==> config.mk <==
export PLATFORM = sky130hd
export DESIGN_NAME = mi3_fifo
export DESIGN_NICKNAME = d
export VERILOG_FILES = /design/src/sv/mi3_fifo.sv
export SDC_FILE = /design/constraint.sdc
export NUM_CORES = 1
export LEC_CHECK = 0
export BUFFER_PORTS_ARGS = -buffer_cell sky130_fd_sc_hd__buf_2
export CAP_MARGIN = 10
export CORE_ASPECT_RATIO = 0.6
export CORE_MARGIN = 8
export CORE_UTILIZATION = 55
export DETAILED_ROUTE_END_ITERATION = 7
export PLACE_DENSITY_LB_ADDON = 0.08
export SLEW_MARGIN = 20
export SYNTH_ARGS = -nofsm -noshare
export SYNTH_HDL_FRONTEND = slang
export SYNTH_SLANG_ARGS = --single-unit
==> constraint.sdc <==
create_clock -name clock -period 2.5 [get_ports clock]
set_input_delay 0.375 -clock clock [delete_from_list [all_inputs] [get_ports clock]]
set_output_delay 0.375 -clock clock [all_outputs]
set_load 0.02 [all_outputs]
==> src/sv/mi3_fifo.sv <==
module mi3_fifo #(
   parameter int WIDTH = 8,
   parameter int DEPTH = 4
) (
   input  logic             clock,
   input  logic             reset,
   input  logic             push,
   input  logic [WIDTH-1:0] wdata,
   output logic             full,
   input  logic             pop,
   output logic [WIDTH-1:0] rdata,
   output logic             empty
);

   localparam int AW = (DEPTH > 1) ? $clog2(DEPTH) : 1;
   localparam int CW = $clog2(DEPTH + 1);

   logic [WIDTH-1:0] mem_ff [0:DEPTH-1];
   logic [AW-1:0]    wr_ptr_ff, wr_ptr_in;
   logic [AW-1:0]    rd_ptr_ff, rd_ptr_in;
   logic [CW-1:0]    count_ff, count_in;
   logic             do_push, do_pop;

   assign full    = (count_ff == CW'(DEPTH));
   assign empty   = (count_ff == '0);
   assign do_push = push && !full;
   assign do_pop  = pop && !empty;
   assign rdata   = mem_ff[rd_ptr_ff];

   always_comb begin
      wr_ptr_in = wr_ptr_ff;
      rd_ptr_in = rd_ptr_ff;
      count_in  = count_ff;
      if (do_push) begin
         wr_ptr_in = (wr_ptr_ff == AW'(DEPTH - 1)) ? '0 : wr_ptr_ff + 1'b1;
      end
      if (do_pop) begin
         rd_ptr_in = (rd_ptr_ff == AW'(DEPTH - 1)) ? '0 : rd_ptr_ff + 1'b1;
      end
      if (do_push && !do_pop) begin
         count_in = count_ff + 1'b1;
      end else if (do_pop && !do_push) begin
         count_in = count_ff - 1'b1;
      end
   end

   always_ff @(posedge clock) begin
      if (reset) begin
         wr_ptr_ff <= '0;
         rd_ptr_ff <= '0;
         count_ff  <= '0;
      end else begin
         wr_ptr_ff <= wr_ptr_in;
         rd_ptr_ff <= rd_ptr_in;
         count_ff  <= count_in;
      end
   end

   always_ff @(posedge clock) begin
      if (do_push) begin
         mem_ff[wr_ptr_ff] <= wdata;
      end
   end

   a_count_range: assert property (@(posedge clock) disable iff (reset)
      count_ff <= CW'(DEPTH)) else $error("queue count out of range");
   a_count_track: assert property (@(posedge clock) disable iff (reset)
      (do_push && !do_pop) |=> (count_ff == $past(count_ff) + 1'b1))
      else $error("queue count missed a push");
   a_ptr_gap: assert property (@(posedge clock) disable iff (reset)
      (count_ff == '0) |-> (wr_ptr_ff == rd_ptr_ff))
      else $error("queue pointers apart while empty");

endmodule

# Word-level counts from Yosys, hierarchy flattened

Memory sizes are Yosys's and may differ from the RTL's. A register that Yosys moved wholly into a read port is not among the register bits.
Index checks and enable logic that the tools add are counted.

Bitwise logic cells: 0
Equality and inequality tests: 3
Muxes and demuxes: 8
$add $sub $neg: 4
Div/mod/pow operators: 0
Reductions and logical operators: 10
$lt $le $gt $ge: 0
Shift-type cells: 0
$mul: 0

Operators by type and width:

| kind                  | count |
|---|---|
| $mux W2               | 4 |
| $mux W3               | 2 |
| $add A2 B1 Y2 const B | 2 |
| $eq A2 B2 Y1 const B  | 2 |
| $logic_and A1 B1 Y1   | 4 |
| $logic_not A1 Y1      | 4 |
| $add A3 B1 Y3 const B | 1 |
| $eq A3 B3 Y1 const B  | 1 |
| $logic_not A3 Y1      | 1 |
| $sub A3 B1 Y3 const B | 1 |
| $mux W1               | 2 |
| $reduce_bool A2 Y1    | 1 |

Bits in writable memories: 32
Input port bits: 12
Bits in latches: 0
Output and inout port bits: 10
Register bits after elaboration: 7
Memory bits (read-only): 0
Logic and storage cells: 29
Memories: 1

Memory list:

| memory | depth | width | read ports | clocked after Yosys merged registers in | wr ports | RTL line | text |
|---|---|---|---|---|---|---|---|
| mem_ff | 4     | 8     | 1          | 1                                       | 1        | 18       | `logic [WIDTH-1:0] mem_ff [0:DEPTH-1];` |

# Longest topological paths before layout

Depth in word-level cells: 7
Gate-level depth with buffers: 10
Mapped depth without buffers: 9

# Least setup slack after synthesis

No wires, ideal clock.

Path kind: register to register
Start point: reg count_ff[0]
End point: reg count_ff[2]
Library setup time: 0.070 ns
Buffers on the path: 1
Required time: 2.430 ns
Slack: 0.306 ns
Cell stages (with the launch flop): 11
Clock period less this slack: 2.194 ns
Data arrival time: 2.124 ns
Path through: dfxtp_1 > or3b_1 > buf_6 > clkinv_4 > nor2_2 > ha_1 > inv_1 > fa_1 > xor2_1 > or3_2 > a21oi_1

Longest elaborated chain between the ends: 6
Elaborated cells on any way between the ends: 15
Those cells by class: add/sub: 2; eq/ne: 1; mux: 2; reduce/logical: 10

RTL lines:

| element                      | RTL line | text |
|---|---|---|
| from (decl)                  | 21       | `logic [CW-1:0] count_ff, count_in;` |
| from (signal assigned)       | 55       | `count_ff <= count_in;` |
| $eq A3 B3 Y1 *               | 24       | `assign full = (count_ff == CW'(DEPTH));` |
| via full                     | 9        | `output logic full,` |
| $logic_not A1 Y1 *           | 26       | `assign do_push = push && !full;` |
| $logic_and A1 B1 Y1 *        | 26       |  |
| via do_push                  | 22       | `logic do_push, do_pop;` |
| $logic_not A1 Y1             | 42       | `end else if (do_pop && !do_push) begin` |
| $logic_and A1 B1 Y1          | 42       |  |
| $reduce_bool A2 Y1 (no line) | n/a      |  |

The timed path passes the listed nets; every way through them passes the cells marked *. The select of a mux whose other input is x is not followed.
A chain may end at the register's enable or synchronous reset.

# Final worst setup path

Start point: reg count_ff[0]
End point: reg count_ff[2]

Longest elaborated chain between the ends: 6
Elaborated cells on any way between the ends: 15
Those cells by class: add/sub: 2; eq/ne: 1; mux: 2; reduce/logical: 10

RTL lines:

| element                      | RTL line |
|---|---|
| $eq A3 B3 Y1 *               | 24 |
| $logic_not A1 Y1 *           | 26 |
| $logic_and A1 B1 Y1 *        | 26 |
| via do_push                  | 22 |
| $logic_not A1 Y1             | 42 |
| $logic_and A1 B1 Y1          | 42 |
| $reduce_bool A2 Y1 (no line) | n/a |

Marked as above.

==> results_dict.tcl <==
set metrics [dict create \
    cts_hold_buffers 0 \
    setup_ws_ps 198 \
    powerDensity_nw_per_um2 1040 \
    num_rows 15 \
    drive_above_1_share 0.407 \
    worstPathCellList "or3b_4, clkinv_4, nor2_2, ha_1, inv_1, fa_1, xor2_1, or3_2, a21oi_1" \
    antenna_found_initial 0 \
    async_flop_share 0 \
    syn-num-nets 111 \
    worstSetupEndpointType "flop" \
    die_h_um 58.4 \
    cp.required_ps 2730 \
    grt.met2_usage 0.183 \
    leakage_nw 0.719 \
    die_area_um2 5050 \
    vias 868 \
    synth_area_per_cell_um2 17.9 \
    total_power_mw 1.99 \
    power_frac_seq 0.459 \
    ys_warn_count 0 \
    hold_class "input port to flop" \
    gp_congestion 0.732 \
    layout.nets 136 \
    fin_area_um2 1920 \
    routed_wirelength_um 2760 \
    fin_hold_ws_ps 299 \
    routedWlPerCell_um 17.3 \
    setup_viol 0 \
    cts_tree "done" \
    start_kind "flop" \
    clk_latency_ps 290 \
    skew_ps 6.19 \
    syn_area_um2 1650 \
    cts_root_buf "clkbuf_8" \
    rsz0062_at_grt "no" \
    met1_usage 0.142 \
    synth.most_common_cell "edfxtp_1" \
    filler_cell_count 208 \
    grt_pass1_vias 868 \
    antenna_left 0 \
    layout_min_cycle_time_ps 2300 \
    synth-seq-cells 41 \
    switching_power_uw 574 \
    critPathMaxFanout 7 \
    synthToLayoutAreaGrowth_pct 16.6 \
    synth-edff-count 32 \
    htreeDepth 2 \
    die_width_um 86.6 \
    cp_top_family "simple AND/OR/NAND/NOR gates" \
    post-route-drc-count 0 \
    clk_pin_slew_worst_paths_ps 80 \
    p_int_mw 1.42 \
    finalCritPeriodShare 0.921 \
    slowest_delay_ps 470 \
    grt_pass1_wl_um 4290 \
    synth.area.top_cells "edfxtp_1 58%, dfxtp_1 11%, mux4_2 11%" \
    place_ws_ps 104 \
    core_area_um2 2850 \
    pin_count 22 \
    top_usage_layer "met2" \
    p_clk_frac 0.292 \
    cp_num_buf_inv 2 \
    drt_iter0_drc 53 \
    numCtsBuffers 5 \
    fin_tns_setup_ps 0 \
    overflow 0 \
    num_antenna_cells 0 \
    relSlewSlack 0.636 \
    register_area_um2 1140 \
    post_cts_buffers 0 \
    max_cap_violations 0 \
    pwr-share-comb 0.250 \
    grtUsageTotal 0.118 \
    status "finished clean" \
    multiInputGateArea_um2 459 \
    path_class "flop to flop" \
    timing.fmax_mhz 434 \
    met3_usage 0.0444 \
    start_util 0.577 \
    worst_pin_slew_ps 546 \
    yosys.area.top_type "edfxtp_1" \
    place_area_um2 1790 \
    dr.pass1.iters 4 \
    synth_ff_type "edfxtp_1" \
    critPathSlowestCell "dfxtp_1" \
    switching_share 0.288 \
    grt_max_degree 14 \
    io_buffer_count 21 \
    ys_seq_area_frac 0.694 \
    finalHoldViolCount 0 \
    arrival_ps 2530 \
    synthDistinctLibCells 26 \
    irDropWorstVdd_uv 544 \
    viasPerCell 5.43 \
    slew_viol_final 0 \
    yosys.area.top_type_share 0.584 \
    synthTopCellsByCount "32 x edfxtp_1, 9 x dfxtp_1, 8 x mux4_2" \
    hpwl_um 1940 \
    cts_sinks 41 \
    synthCells 92 \
    ctsLongestPathBuffers 2 \
]
-- worst paths after layout --
kind | start | end | slack (ps) | cells after the start
setup / recovery | count_ff[0] | count_ff[2] | 200 | 9
hold / removal | wdata[2] | mem_ff[3][2] | 300 | 1
setup reg to reg | count_ff[0] | count_ff[2] | 200 | 9
hold reg to reg | rd_ptr_ff[0] | flop | 520 | 2
-- worst reg2reg max path, cell delays in order, from the launching register on --
cell and delay, ps:
dfxtp_1 470, or3b_4 230, clkinv_4 60, nor2_2 140, ha_1 200, inv_1 60, fa_1 370, xor2_1 160
or3_2 410, a21oi_1 140
-- per-layer routing --
metal  vias up  wire length, µm
met4         0               31
met3         5              147
met2        26             1340
met1       437             1240
li1        400                -
met5         -                0
-- per-stage QoR --
stage          instances  utilization
6_report             160        0.672
5_1_grt              160        0.672
4_1_cts              160        0.671
3_5_place_dp         152        0.626
3_3_place_gp         152        0.626
2_1_floorplan         92            -
-- timing repair --
item | in CTS | in global routing
hold endpoints to repair | 0 | 0
resized for setup | 0 | 1
endpoints found under the setup margin | 0 | 1
-- power by group through the flow --
stage	Sequential, mW	Combinational (mW)	Clock, mW
after floorplan	0.883	0.400	0
after global placement	0.927	0.481	0
after detailed placement	0.933	0.496	0
after CTS	0.918	0.501	0.588
after global routing	0.928	0.540	0.609
final	0.914	0.498	0.581
-- state kept, by name, indices dropped and copies added (netlist names), named ones only --
signal / flops
wr_ptr_ff: 2
mem_ff: 32
count_ff: 3
rd_ptr_ff: 2
-- placed cells by master, fill, tap and decap left out --
master,Yosys,layout
or3_1,1,1
xor2_1,2,2
nand2_1,1,1
dfxtp_1,9,9
mux4_2,8,8
o21ai_1,1,1
nor2_1,3,3
buf_2,1,21
o31ai_2,2,2
clkinv_4,1,1
nor2_2,1,1
ha_1,6,6
a21oi_1,3,3
clkbuf_8,0,5
clkbuf_16,0,1
inv_1,4,4
o21ai_0,1,1
edfxtp_1,32,32
buf_4,0,1
bufinv_16,0,1
and3_2,4,4
fa_1,1,1
nor3_1,2,2
nand3_1,2,2
or3_2,1,1
or3b_4,0,1
clkinv_2,0,1
mux2i_1,2,2
-- cells by family (layout without fill, tap and decap cells) --
kind of cell | Yosys count | in the layout | synth area share
flops | 41 | 41 | 0.694
simple gates | 16 | 16 | 0.0570
mux | 10 | 10 | 0.122
buf+inv | 9 | 35 | 0.0289
fa+ha+maj | 7 | 7 | 0.0578
compound gates | 7 | 7 | 0.0304
xor+xnor | 2 | 2 | 0.0106
-- area by class of cell --
| type | instances | share of cell area |
|---|---|---|
| Clock buffer | 6 | 0.0489 |
| Tap cell | 42 | 0.0274 |
| Multi-Input combinational cell | 42 | 0.239 |
| Timing Repair Buffer | 22 | 0.0587 |
| Clock inverter | 2 | 0.0183 |
| Sequential cell | 41 | 0.595 |
| Inverter | 5 | 0.0124 |
Power figures use the tool's default switching activity.
